==> config.mk <==
export PLATFORM = sky130hd
export DESIGN_NAME = rgb_to_yuv420_converter
export DESIGN_NICKNAME = d
export VERILOG_FILES = /design/src/rtl/core/ryc_pkg.sv /design/src/rtl/core/rgb_to_yuv420_converter.sv /design/src/rtl/core/ryc_raster.sv /design/src/rtl/core/ryc_color.sv
export SDC_FILE = /design/constraint.sdc
export NUM_CORES = 1
export LEC_CHECK = 0
export CORE_ASPECT_RATIO = 0.6
export CORE_UTILIZATION = 35
export CTS_BUF_LIST = sky130_fd_sc_hd__clkbuf_2
export CTS_CLUSTER_DIAMETER = 100
export CTS_CLUSTER_SIZE = 20
export DETAILED_ROUTE_END_ITERATION = 10
export DONT_BUFFER_PORTS = 1
export SLEW_MARGIN = 20
export SYNTH_ARGS = -nofsm -noshare
export SYNTH_HDL_FRONTEND = slang
export SYNTH_SLANG_ARGS = --single-unit
==> constraint.sdc <==
create_clock -name clk -period 5.7 [get_ports clk]
set_input_delay 1.14 -clock clk [delete_from_list [all_inputs] [get_ports clk]]
set_output_delay 1.14 -clock clk [all_outputs]
set_load 0.1 [all_outputs]
==> src/rtl/core/ryc_pkg.sv <==
package ryc_pkg;

	localparam int PIX_W          = 8;
	localparam int REG_W          = 13;
	localparam int LIM_W          = 15;
	localparam int LUMA_ADDR_W    = 24;
	localparam int CHROMA_ADDR_W  = 22;
	localparam int CFG_INDEX_W    = 1;

	localparam int DEF_MAX_WIDTH    = 4096;
	localparam int DEF_MAX_HEIGHT   = 4096;
	localparam int DEF_FRAME_WIDTH  = 640;
	localparam int DEF_FRAME_HEIGHT = 480;

	localparam int MIN_FRAME_WIDTH  = 2;
	localparam int MIN_FRAME_HEIGHT = 1;

	typedef enum logic [CFG_INDEX_W-1:0] {
		REG_FRAME_WIDTH  = 1'b0,
		REG_FRAME_HEIGHT = 1'b1
	} cfg_reg_t;

	// position of one pixel in the output planes
	typedef struct packed {
		logic [LUMA_ADDR_W-1:0]   luma_address;
		logic                     chroma_valid;
		logic [CHROMA_ADDR_W-1:0] chroma_address;
		logic                     frame_end;
	} pos_t;

	// saturate v to lo..hi and return the result minus one
	function automatic logic [LIM_W-1:0] clamp_m1(
		input logic [LIM_W-1:0] v,
		input logic [LIM_W-1:0] lo,
		input logic [LIM_W-1:0] hi
	);
		logic [LIM_W-1:0] c;
		if (v < lo) begin
			c = lo;
		end else if (v > hi) begin
			c = hi;
		end else begin
			c = v;
		end
		return c - LIM_W'(1);
	endfunction

endpackage

==> src/rtl/core/rgb_to_yuv420_converter.sv <==
// Each accepted beat passes the input register, then the result register, to the
// output. Throughput: one pixel per cycle while the output is not stalled; the
// two registers form a two-stage pipeline, and the plane counters update once per
// accepted beat. Reset (arst_n low, asynchronous): both stages empty, counters and
// plane indices zero, frame size back to 640 x 480.
module rgb_to_yuv420_converter import ryc_pkg::*; #(
	parameter int MAX_WIDTH  = DEF_MAX_WIDTH,
	parameter int MAX_HEIGHT = DEF_MAX_HEIGHT
) (
	input  logic                     clk,
	input  logic                     arst_n,
	input  logic                     cfg_we,
	input  logic [CFG_INDEX_W-1:0]   cfg_index,
	input  logic [REG_W-1:0]         cfg_data,
	input  logic                     in_valid,
	output logic                     in_ready,
	input  logic [PIX_W-1:0]         red,
	input  logic [PIX_W-1:0]         green,
	input  logic [PIX_W-1:0]         blue,
	output logic                     out_valid,
	input  logic                     out_ready,
	output logic [PIX_W-1:0]         luma,
	output logic [LUMA_ADDR_W-1:0]   luma_address,
	output logic                     chroma_valid,
	output logic [PIX_W-1:0]         blue_difference,
	output logic [PIX_W-1:0]         red_difference,
	output logic [CHROMA_ADDR_W-1:0] chroma_address,
	output logic                     frame_end
);

	logic             in_accept;
	logic             adv_s2;
	pos_t             pos;
	logic             valid_s1;
	logic [PIX_W-1:0] red_s1;
	logic [PIX_W-1:0] green_s1;
	logic [PIX_W-1:0] blue_s1;
	pos_t             pos_s1;
	logic             valid_s2;
	pos_t             pos_s2;
	logic [PIX_W-1:0] luma_c;
	logic [PIX_W-1:0] cb_c;
	logic [PIX_W-1:0] cr_c;
	logic [PIX_W-1:0] luma_s2;
	logic [PIX_W-1:0] cb_s2;
	logic [PIX_W-1:0] cr_s2;

	assign adv_s2    = !valid_s2 || out_ready;
	assign in_ready  = !valid_s1 || adv_s2;
	assign in_accept = in_valid && in_ready;

	ryc_raster #(
		.MAX_WIDTH  (MAX_WIDTH),
		.MAX_HEIGHT (MAX_HEIGHT)
	) u_raster (
		.clk       (clk),
		.arst_n    (arst_n),
		.cfg_we    (cfg_we),
		.cfg_index (cfg_index),
		.cfg_data  (cfg_data),
		.advance   (in_accept),
		.pos       (pos)
	);

	ryc_color u_color (
		.red             (red_s1),
		.green           (green_s1),
		.blue            (blue_s1),
		.sample          (pos_s1.chroma_valid),
		.luma            (luma_c),
		.blue_difference (cb_c),
		.red_difference  (cr_c)
	);

	always_ff @(posedge clk or negedge arst_n) begin
		if (!arst_n) begin
			valid_s1 <= 1'b0;
			valid_s2 <= 1'b0;
		end else begin
			if (in_ready) begin
				valid_s1 <= in_valid;
			end
			if (adv_s2) begin
				valid_s2 <= valid_s1;
			end
		end
	end

	// capture the pixel and its plane position on the accepted beat; load the results as stage 2 advances
	always_ff @(posedge clk) begin
		if (in_accept) begin
			red_s1   <= red;
			green_s1 <= green;
			blue_s1  <= blue;
			pos_s1   <= pos;
		end
		if (adv_s2 && valid_s1) begin
			luma_s2 <= luma_c;
			cb_s2   <= cb_c;
			cr_s2   <= cr_c;
			pos_s2  <= pos_s1;
		end
	end

	assign out_valid       = valid_s2;
	assign luma            = luma_s2;
	assign luma_address    = pos_s2.luma_address;
	assign chroma_valid    = pos_s2.chroma_valid;
	assign blue_difference = cb_s2;
	assign red_difference  = cr_s2;
	assign chroma_address  = pos_s2.chroma_address;
	assign frame_end       = pos_s2.frame_end;

endmodule

==> src/rtl/core/ryc_raster.sv <==
module ryc_raster import ryc_pkg::*; #(
	parameter int MAX_WIDTH  = DEF_MAX_WIDTH,
	parameter int MAX_HEIGHT = DEF_MAX_HEIGHT
) (
	input  logic                   clk,
	input  logic                   arst_n,
	input  logic                   cfg_we,
	input  logic [CFG_INDEX_W-1:0] cfg_index,
	input  logic [REG_W-1:0]       cfg_data,
	input  logic                   advance,
	output pos_t                   pos
);

	localparam int COL_W = $clog2(MAX_WIDTH);
	localparam int ROW_W = $clog2(MAX_HEIGHT);

	localparam logic [LIM_W-1:0] WM1_RST =
		clamp_m1(LIM_W'(DEF_FRAME_WIDTH), LIM_W'(MIN_FRAME_WIDTH), LIM_W'(MAX_WIDTH));
	localparam logic [LIM_W-1:0] HM1_RST =
		clamp_m1(LIM_W'(DEF_FRAME_HEIGHT), LIM_W'(MIN_FRAME_HEIGHT), LIM_W'(MAX_HEIGHT));

	logic [COL_W-1:0]         width_m1_q;
	logic [ROW_W-1:0]         height_m1_q;
	logic [COL_W-1:0]         column_q;
	logic [ROW_W-1:0]         line_q;
	logic [LUMA_ADDR_W-1:0]   luma_index_q;
	logic [CHROMA_ADDR_W-1:0] chroma_index_q;

	logic [LIM_W-1:0] cfg_ext;
	logic [LIM_W-1:0] width_lim;
	logic [LIM_W-1:0] height_lim;
	logic             line_end;
	logic             frame_end;
	logic             sample;

	assign cfg_ext    = LIM_W'(cfg_data);
	assign width_lim  = clamp_m1(cfg_ext, LIM_W'(MIN_FRAME_WIDTH), LIM_W'(MAX_WIDTH));
	assign height_lim = clamp_m1(cfg_ext, LIM_W'(MIN_FRAME_HEIGHT), LIM_W'(MAX_HEIGHT));
	assign line_end   = column_q >= width_m1_q;
	assign frame_end  = line_end && (line_q >= height_m1_q);
	assign sample     = !column_q[0] && !line_q[0];

	always_comb begin
		pos.luma_address   = luma_index_q;
		pos.chroma_valid   = sample;
		pos.chroma_address = sample ? chroma_index_q : '0;
		pos.frame_end      = frame_end;
	end

	// limits are kept saturated and minus one
	always_ff @(posedge clk or negedge arst_n) begin
		if (!arst_n) begin
			width_m1_q  <= WM1_RST[COL_W-1:0];
			height_m1_q <= HM1_RST[ROW_W-1:0];
		end else if (cfg_we) begin
			case (cfg_reg_t'(cfg_index))
				REG_FRAME_WIDTH: begin
					width_m1_q <= width_lim[COL_W-1:0];
				end
				REG_FRAME_HEIGHT: begin
					height_m1_q <= height_lim[ROW_W-1:0];
				end
				default: begin
				end
			endcase
		end
	end

	always_ff @(posedge clk or negedge arst_n) begin
		if (!arst_n) begin
			column_q       <= '0;
			line_q         <= '0;
			luma_index_q   <= '0;
			chroma_index_q <= '0;
		end else if (advance) begin
			if (frame_end) begin
				column_q       <= '0;
				line_q         <= '0;
				luma_index_q   <= '0;
				chroma_index_q <= '0;
			end else begin
				luma_index_q <= luma_index_q + LUMA_ADDR_W'(1);
				if (sample) begin
					chroma_index_q <= chroma_index_q + CHROMA_ADDR_W'(1);
				end
				if (line_end) begin
					column_q <= '0;
					line_q   <= line_q + ROW_W'(1);
				end else begin
					column_q <= column_q + COL_W'(1);
				end
			end
		end
	end

endmodule

==> src/rtl/core/ryc_color.sv <==
module ryc_color import ryc_pkg::*; (
	input  logic [PIX_W-1:0] red,
	input  logic [PIX_W-1:0] green,
	input  logic [PIX_W-1:0] blue,
	input  logic             sample,
	output logic [PIX_W-1:0] luma,
	output logic [PIX_W-1:0] blue_difference,
	output logic [PIX_W-1:0] red_difference
);

	logic [15:0] r16;
	logic [15:0] g16;
	logic [15:0] b16;
	logic [15:0] y_sum;
	logic [15:0] cb_sum;
	logic [15:0] cr_sum;

	always_comb begin
		r16 = 16'(red);
		g16 = 16'(green);
		b16 = 16'(blue);
		y_sum = 16'd66 * r16 + 16'd129 * g16 + 16'd25 * b16;
		// bias by 128 << 8 first: the sum stays positive, so the shift is a floor
		cb_sum = 16'd32768 + 16'd112 * b16 - 16'd38 * r16 - 16'd74 * g16;
		cr_sum = 16'd32768 + 16'd112 * r16 - 16'd94 * g16 - 16'd18 * b16;
		luma = y_sum[15:8] + 8'd16;
		blue_difference = sample ? cb_sum[15:8] : '0;
		red_difference  = sample ? cr_sum[15:8] : '0;
	end

endmodule

==> reports/metrics.cfg, run 1 <==
[yosys]
ys.flop_type=edfxtp_1
synth-edff-count=144
synthDistinctLibCells=69
yosysWarningCount=0
syn_area_um2=16650
yosysTopAreaCellShare=0.2596
synth_top_cell_by_area=edfxtp_1
synth_nets=1891
ys_ff_latch=240
syn_avg_cell_area_um2=10.74
synthArstFlopShare=0.4000
ys_seq_area_frac=0.4051
syn_inst=1551
ys_top_cells_by_area=edfxtp_1, ha_1, dfrtp_1

[clock_tree]
max-clock-path-buffers=3
clock_sinks=240
tritoncts=done
ctsRootBufferMaster=clkbuf_2
cts_htree_levels=1
insertion_delay_ps=910
path_clk_slew_ps=370
numCtsBuffers=16

[routing]
first_iter_violations=631
vias_per_cell=4.915
drc=0
vias=10868
routed_wl_um=37480
drtPass1Iterations=5
wl_per_cell_um=16.95
postRouteAntennaNets=0

[placement]
dp_cells=2178
gp_congestion=0.8881
place_hpwl_um=28870
portBuffers=0

[critical_path]
critical_path_required_ps=6430
critical_path_arrival_ps=6090
reg2reg_from=green_s1[2]$_DFFE_PP_
endpoint_kind=flop
rrSetupSlack_ps=340
cp_max_fo=5
rr_endpoint=red_difference[7]$_SDFFCE_PN0P_
critPathLaunchType=flop
path_class=flop to flop
reg2regPathDepth=20

[floorplanning]
die_h_um=171.0
core-area_um2=46630
dieWidth_um=283.6
dieArea_um2=48490
fp-row-count=61
io_pins=117
start_util=0.3571

[final_layout]
drive_gt1_frac=0.05894
fin_util=0.3806
syn_to_final_growth_pct=6.573
instances_no_fill=2211
final_nets=1908

[pwr]
p_total_mw=8.134
p_leak_nw=8.140
ir_drop_mv=0.3080
p_per_area_nw_per_um2=458.3

[sta]
setup_viol=0
final-hold-violation-count=0
finClkSkew_ps=69.43
worstMarginPinSlew_ps=1033
tns_ps=0
fin_crit_sh=0.9409
timing.fmax_ghz=0.1865
rsz0062_at_grt=false
slew_violations=0
maxSlewHeadroom=0.3113
period_needed_ps=5363

[grt]
antenna_found_initial=4
grt_pass1_vias=10635
grt_first_pass_wirelength_um=59780
grt_overflow=0
grt_max_degree=97
grt_usage=0.1576

[hold_path]
holdPathEnd=blue_s1[6]$_DFFE_PP_
hold_depth=0
worstHoldStart=blue[6]
holdCritPathClass=primary input to flop

[run_status]
status=completed

[job]
maxCapViolations=0

## sequential cells by signal (all words and copies together) (netlist names), 8 cells and up
signal                   cells
u_raster.chroma_index_q     22
luma                         8
u_raster.width_m1_q         12
red_difference               8
u_raster.height_m1_q        12
red_s1                       8
blue_difference              8
u_raster.luma_index_q       24
u_raster.line_q             12
chroma_address              22
blue_s1                      8
u_raster.column_q           12
green_s1                     8
pos_s1                      48
luma_address                24
## cells in the mapped netlist (34+ instances only)
cell type and number:
o21ai_0 47, nand3_1 34, ha_1 210, nand2_1 83, fa_1 87, a21oi_1 63, nor2_1 109, edfxtp_1 144
inv_1 250, xor2_1 39, dfrtp_1 80, xnor2_1 71
## how the worst max path moves through the flow
stage	startpoint	endpoint	slack, ps	cells past startpoint
after floorplan	out_ready	u_raster.line_q[8]$_DFFE_PN0P_	140	7
after global placement	green_s1[2]$_DFFE_PP_	red_difference[7]$_SDFFCE_PN0P_	360	20
after detailed placement	green_s1[2]$_DFFE_PP_	red_difference[7]$_SDFFCE_PN0P_	270	20
after CTS	green_s1[2]$_DFFE_PP_	red_difference[7]$_SDFFCE_PN0P_	200	20
after global routing	green_s1[2]$_DFFE_PP_	red_difference[7]$_SDFFCE_PN0P_	10	20
final	green_s1[2]$_DFFE_PP_	red_difference[7]$_SDFFCE_PN0P_	340	20
## layer usage
layer / track usage / part of all wire / vias to the layer above
met3: 0.02800 / 0.048 / 36
li1: - / - / 5311
met2: 0.2252 / 0.40 / 216
met5: 0 / 0.0015 / -
met4: 0.02491 / 0.014 / 8
met1: 0.2473 / 0.54 / 5297
## placed cells by master (no fill, tap or decap), types with 39 or more instances in the layout
master,instances
ha_1,210
edfxtp_1,144
nand2_1,83
dfrtp_1,80
fa_1,87
xnor2_1,71
xor2_1,39
a21oi_1,61
inv_1,249
o21ai_0,46
nor2_1,109
## cell type report
cell class	count	area, um2
Antenna cell	3	7.507
Sequential cell	240	6746
Tap cell	630	788.3
Inverter	251	944.7
Fill cell	4525	28880
Multi-Input combinational cell	1033	8875
Timing Repair Buffer	26	217.7
Clock buffer	24	120.1
Clock inverter	4	50.05
## power breakdown
part,switching [mW],total [mW],internal [mW]
logic,2.30,4.03,1.73
registers,1.09,3.37,2.28
clock network,0.573,0.734,0.162
total,3.96,8.13,4.17
## stage by stage
stage	cell area (um2)	hold slack, ps	setup slack, ps
after detailed placement	17530	404.5	269.8
final	17750	311.3	336.8
after CTS	17730	163.7	196.3
after global placement	17530	407.0	359.4
after floorplan	16650	400.3	144.6
after global routing	17750	175.3	12.13
## worst max-delay path, cell delays in order, from the launching register on
cell	delay, ps
edfxtp_1	440
inv_1	100
fa_1	550
inv_1	40
ha_1	300
fa_1	540
fa_1	470
a21o_1	190
a21oi_2	180
o21bai_1	100
a21oi_2	190
o21ai_1	150
xor2_1	190
fa_1	540
inv_1	40
ha_1	350
nand3_1	80
nor2_1	70
a21bo_2	250
a2111o_1	360
o211ai_1	90
## repair_timing
item                                    4_1_cts  5_1_grt
resized for setup                             0        3
buffers inserted                              0        0
hold endpoints to repair                     96        0
endpoints found under the setup margin        0        2
hold buffers                                  2        0
## cell families (layout without fill, tap and decap cells)
kind of cell / after synthesis / after routing / synth area share
other cells: 0 / 3 / 0
simple gates: 385 / 385 / 0.1151
mux: 3 / 3 / 0.002028
buf+inv: 278 / 305 / 0.06296
flops: 240 / 240 / 0.4051
xor+xnor: 110 / 110 / 0.05785
fa+ha+maj: 297 / 297 / 0.2623
compound gates: 238 / 238 / 0.09466
No activity file was read; power rests on OpenSTA's default activity.
==> run 2, diff against run 1 <==
==> constraint.sdc (replaced) <==
create_clock -name clk -period 4.4 [get_ports clk]
set_input_delay 0.88 -clock clk [delete_from_list [all_inputs] [get_ports clk]]
set_output_delay 0.88 -clock clk [all_outputs]
set_load 0.1 [all_outputs]
==> run 2 against run 1 <==
The run now ends with setup timing left. Design area increased by 15%. Maximum frequency increased by 6.7%. Register-to-register slack got worse by 960 ps. Routed wire length increased by 11%. Core utilization increased by 5.7 points. Combinational power increased by 130%. Clock power increased by 25%. Cell count increased by 8.1%. Critical path type unchanged. Largest power group unchanged.
==> reports/metrics.cfg, run 2 (synthesis results as in run 1) <==
[critical_path]
rrSetupSlack_ps=-630
path_class=flop to flop
rr_endpoint=red_difference[7]$_SDFFCE_PN0P_
slowest_stage=edfxtp_1
critical_path_arrival_ps=5860
reg2regPathDepth=20
cp_cell_sequence=inv_2 > fa_1 > inv_2 > ha_4 > fa_1 > fa_2 > a21o_1 > a21oi_2 > o21bai_1 > a21oi_2 > o21ai_2 > xor2_1 > fa_1 > inv_2 > ha_4 > nand3_2 > nor2_1 > a21bo_4 > a2111o_1 > o211ai_1
cp_max_fo=4
reg2reg_from=green_s1[3]$_DFFE_PP_
max_stage_delay_ps=550
endpoint=red_difference[7]$_SDFFCE_PN0P_
critical_path_required_ps=5230
crit_path_start=green_s1[3]$_DFFE_PP_
critPathLaunchType=flop
endpoint_kind=flop

[grt]
grt_usage=0.1714
grt_first_pass_wirelength_um=65030
grt_pass1_vias=11531
grt_overflow=0
grt_max_degree=97
antenna_found_initial=2

[clock_tree]
cts_htree_levels=1
max-clock-path-buffers=3
tritoncts=done
insertion_delay_ps=1000
clock_sinks=240
path_clk_slew_ps=470
ctsRootBufferMaster=clkbuf_2
numCtsBuffers=16

[sta]
rsz0062_at_grt=true
maxSlewHeadroom=0.3440
fin_ws_ps=-627.4
period_needed_ps=5027
timing.fmax_ghz=0.1989
slew_violations=0
finClkSkew_ps=125.2
setup_viol=17
worstMarginPinSlew_ps=986.0
final-hold-violation-count=0
fin_crit_sh=1.143

[final_layout]
syn_to_final_growth_pct=22.40
layout_commonest_cell=inv_1
final_nets=2088
nFillCells=4299
drive_gt1_frac=0.2355
regMostFlops=pos_s1
largest_reg_flops=48
final_cell_mix=inv_1, buf_4, ha_1
instances_no_fill=2391

[floorplanning]
dieArea_um2=48490
die_h_um=171.0
core-area_um2=46630
fp-row-count=61
io_pins=117
dieWidth_um=283.6
start_util=0.3571

[run_status]
violations=setup timing
status=complete, but fails checks

[hold_path]
holdCritPathClass=primary input to flop

[routing]
first_iter_violations=601
wl_per_cell_um=17.40
postRouteAntennaNets=0
vias_per_cell=4.870
drtPass1Iterations=5
routed_wl_um=41600
vias=11645
drc=0

[pwr]
p_leak_nw=9.149
ir_drop_mv=0.5556
p_per_area_nw_per_um2=718.0

[placement]
place_hpwl_um=31090
dp_cells=2305
gp_congestion=0.8940
dp_slack_ps=-555.3
portBuffers=0

[job]
maxCapViolations=0

run 2: cell count changes in the layout (fill, tap and decap cells not counted), sizes merged:
cell | previous run | this run
buf | 25 | 179
dlygate4sd3 | 1 | 27
bufinv | 1 | 0
clkbuf | 24 | 25
run 2: layout make-up:
cell class              instances  area, um2  area share
multi-input cells            1033      10030      0.4923
inverters                     251      944.7     0.04634
clock inverters                 3      26.28    0.001289
well taps                     630      788.3     0.03867
clock buffers                  25      125.1    0.006138
repair buffers                206       1712     0.08397
flip-flops and latches        240       6746      0.3310
diodes                          3      7.507   0.0003683
run 2: layer usage:
layer	GRT usage	wire length [um]	vias to the layer above
met1	0.2638	21790	5700
met2	0.2457	16890	235
met4	0.03431	821	2
met5	0	13	-
met3	0.03360	2082	42
li1	-	-	5666
run 2: worst max-delay path, delay by kind of cell, from the launching register on:
kind / cells / cell delay [ps]
AND/OR/NAND/NOR: 2 / 140
flip-flops: 1 / 550
adder cells (fa/ha/maj): 6 / 2300
buffers and inverters: 3 / 270
XOR/XNOR: 1 / 180
AO/OA/AOI/OAI: 8 / 1420
run 2: worst min path at each step:
stage	from	depth (start not counted)	slack [ps]	to
2_1_floorplan	pos_s1[1]$_SDFFCE_PN0P_	0	400	chroma_address[0]$_DFFE_PP_
3_3_place_gp	pos_s1[0]$_DFFE_PP_	0	400	frame_end$_DFFE_PP_
3_5_place_dp	pos_s1[40]$_DFFE_PP_	0	410	luma_address[16]$_DFFE_PP_
4_1_cts	out_ready	2	8	out_valid$_DFFE_PN0P_
5_1_grt	out_ready	2	5	out_valid$_DFFE_PN0P_
6_report	out_ready	2	140	out_valid$_DFFE_PN0P_
run 2: per-stage QoR:
| stage | utilization | total power [mW] | instance area (um2) | hold slack [ps] | TNS (ps) |
|---|---|---|---|---|---|
| 2_1_floorplan | - | 8.837 | 16850 | 400.3 | -2249 |
| 3_3_place_gp | 0.4007 | 11.27 | 18690 | 403.2 | -6416 |
| 3_5_place_dp | 0.4007 | 11.52 | 18690 | 406.2 | -7543 |
| 4_1_cts | 0.4259 | 13.80 | 19860 | 7.599 | -6633 |
| 5_1_grt | 0.4370 | 15.69 | 20380 | 5.361 | -9231 |
| 6_report | 0.4371 | 14.64 | 20380 | 138.8 | -6807 |
run 2: what timing repair did:
action,4_1_cts,5_1_grt
buffers inserted,18,13
cloned,0,0
resized for setup,109,63
hold buffers,28,0
hold endpoints to repair,122,0
pin swaps,50,68
setup endpoints to repair,21,21
run 2: power by group:
part	internal, mW	switching (mW)	total [mW]
Combinational	4.85	4.51	9.36
Clock	0.159	0.760	0.919
Sequential	2.95	1.40	4.35
==> run 3, diff against run 2 <==
--- a/config.mk
+++ b/config.mk
@@ -5,7 +5,7 @@
 export SDC_FILE = /design/constraint.sdc
 export NUM_CORES = 1
 export LEC_CHECK = 0
-export CORE_ASPECT_RATIO = 0.6
+export CORE_ASPECT_RATIO = 0.7
 export CORE_UTILIZATION = 35
 export CTS_BUF_LIST = sky130_fd_sc_hd__clkbuf_2
 export CTS_CLUSTER_DIAMETER = 100
==> run 3 against run 2 <==
The run still ends with setup timing left. Largest power group unchanged. Global-route usage is 0.68 points lower. Sequential share of layout area is 0.50 points higher. Hold slack better by 21 ps. Count of clock-buffer cells in the layout stayed put.
==> reports/metrics.cfg, run 3 (synthesis results as in run 1) <==
[run_status]
status=complete, but fails checks
violations=setup timing

[pwr]
ir_drop_mv=0.5242
combPwrFrac=0.627
switching_power_mw=6.348
clkPwrFrac=0.066
p_total_mw=14.12
p_per_area_nw_per_um2=703.0
seq_power_share=0.307
power.internal_mw=7.770
swShare=0.4496
p_leak_nw=9.107

[critical_path]
critical_path_arrival_ps=5650
path_class=flop to flop
critical_path_required_ps=5150
endpoint_kind=flop
cp_max_fo=7
reg2regPathDepth=20
critPathLaunchType=flop

[floorplanning]
dieWidth_um=262.7
io_pins=117
start_util=0.3570
die_h_um=184.5
fp-row-count=66
core-area_um2=46660
dieArea_um2=48480

[routing]
wl_per_cell_um=16.60
vias=11486
routed_wl_um=39430
vias_per_cell=4.834
first_iter_violations=658
drc=0
drtPass1Iterations=5
postRouteAntennaNets=0

[placement]
place_hpwl_um=30100
gp_congestion=0.8927
dp_cells=2290
portBuffers=0

[sta]
period_needed_ps=4899
rsz0062_at_grt=true
maxSlewHeadroom=0.3143
final-hold-violation-count=0
timing.fmax_ghz=0.2041
fin_ws_ps=-498.8
setup_viol=17
fin_crit_sh=1.113
slew_violations=0
worstMarginPinSlew_ps=1029
tns_ps=-5009
finClkSkew_ps=82.98

[hold_path]
hold_depth=2
holdCritPathClass=primary input to flop

[final_layout]
nFillCells=4306
final_cell_mix=inv_1, buf_4, ha_1
syn_to_final_growth_pct=20.58
instances_no_fill=2376
fin_util=0.4304
final_nets=2092
layout_commonest_cell=inv_1
regMostFlops=pos_s1
largest_reg_flops=48
multi_input_area_um2=9754
regArea_um2=6746
drive_gt1_frac=0.2196

[grt]
grt_usage=0.1646
grt_max_degree=97
grt_overflow=0
antenna_found_initial=4
grt_pass1_vias=11557
grt_first_pass_wirelength_um=63090

[clock_tree]
path_clk_slew_ps=350
insertion_delay_ps=920
cts_htree_levels=1
max-clock-path-buffers=3
tritoncts=done
clock_sinks=240
ctsRootBufferMaster=clkbuf_2
numCtsBuffers=16

[job]
maxCapViolations=0

==> run 3: cell types whose count changed in the layout (fill, tap and decap cells not counted), moves of 4 or more <==
cell	change
inv_2	-4
ha_4	-11
xnor2_2	-5
buf_4	+12
ha_1	+12
xnor2_1	+6
inv_1	+4
buf_6	-6
==> run 3: stage by stage <==
stage | cell area, um2 | hold WS, ps | worst slack [ps]
after detailed placement | 18670 | 404.5 | -926.6
after floorplan | 16850 | 400.3 | -406.0
after global placement | 18670 | 402.7 | -851.4
final | 20080 | 160.1 | -498.8
after CTS | 19700 | 14.96 | -508.6
after global routing | 20080 | 47.92 | -651.0
==> run 3: power by group through the flow <==
stage               clock network [mW]  registers, mW  logic [mW]
detailed placement                   0           4.39        7.07
finish                           0.936           4.34        8.85
global placement                     0           4.38        6.88
global route                      1.07           4.38        9.85
CTS                              0.999           4.34        8.11
floorplan                            0           4.29        4.55
==> run 3: area by class of cell <==
type                            count  share of cell area
Sequential cell                   240              0.3359
Tap cell                          612             0.03813
Clock buffer                       25            0.006230
Multi-Input combinational cell   1033              0.4857
Timing Repair Buffer              210             0.08436
Inverter                          251             0.04704
Antenna cell                        2           0.0002492
Clock inverter                      3            0.002367
==> run 3: what timing repair did <==
item	CTS	global route
hold buffers	28	0
endpoints found under the setup margin	22	21
pin swaps	44	51
endpoints found under the hold margin	122	0
gates resized for setup	75	56
buffers inserted	18	14
==> run 3: worst max-delay path, stage by stage (launching register included) <==
cell	delay, ps
edfxtp_1	530
buf_4	240
ha_1	320
fa_1	510
inv_1	60
fa_1	530
inv_1	50
ha_1	380
nand2_1	70
o21a_1	230
buf_4	150
nand3_1	70
o211ai_1	100
ha_1	310
inv_1	40
ha_1	320
nand3_2	80
nor2_1	90
a21bo_4	240
a2111o_1	350
o211ai_1	90
==> run 3: worst paths after layout <==
| path | startpoint | slack [ps] | end |
|---|---|---|---|
| max in group asynchronous | arst_n | 3470 | u_raster.chroma_index_q[10]$_DFFE_PN0P_ |
| worst max-delay path | green_s1[7]$_DFFE_PP_ | -500 | red_difference[7]$_SDFFCE_PN0P_ |
| worst max register to register | green_s1[7]$_DFFE_PP_ | -500 | red_difference[7]$_SDFFCE_PN0P_ |
| worst min-delay path | cfg_data[6] | 160 | u_raster.height_m1_q[6]$_DFFE_PN1P_ |
| worst min register to register | pos_s1[9]$_SDFFCE_PN0P_ | 440 | chroma_address[8]$_DFFE_PP_ |
| min in group asynchronous | arst_n | 510 | u_raster.line_q[5]$_DFFE_PN0P_ |
==> run 3: per-layer routing <==
metal,vias to the layer above,global-route usage,share of wire
met5,-,0,0.00066
met4,4,0.02776,0.013
met3,30,0.02645,0.035
met2,162,0.2508,0.43
met1,5613,0.2471,0.53
li1,5677,-,-
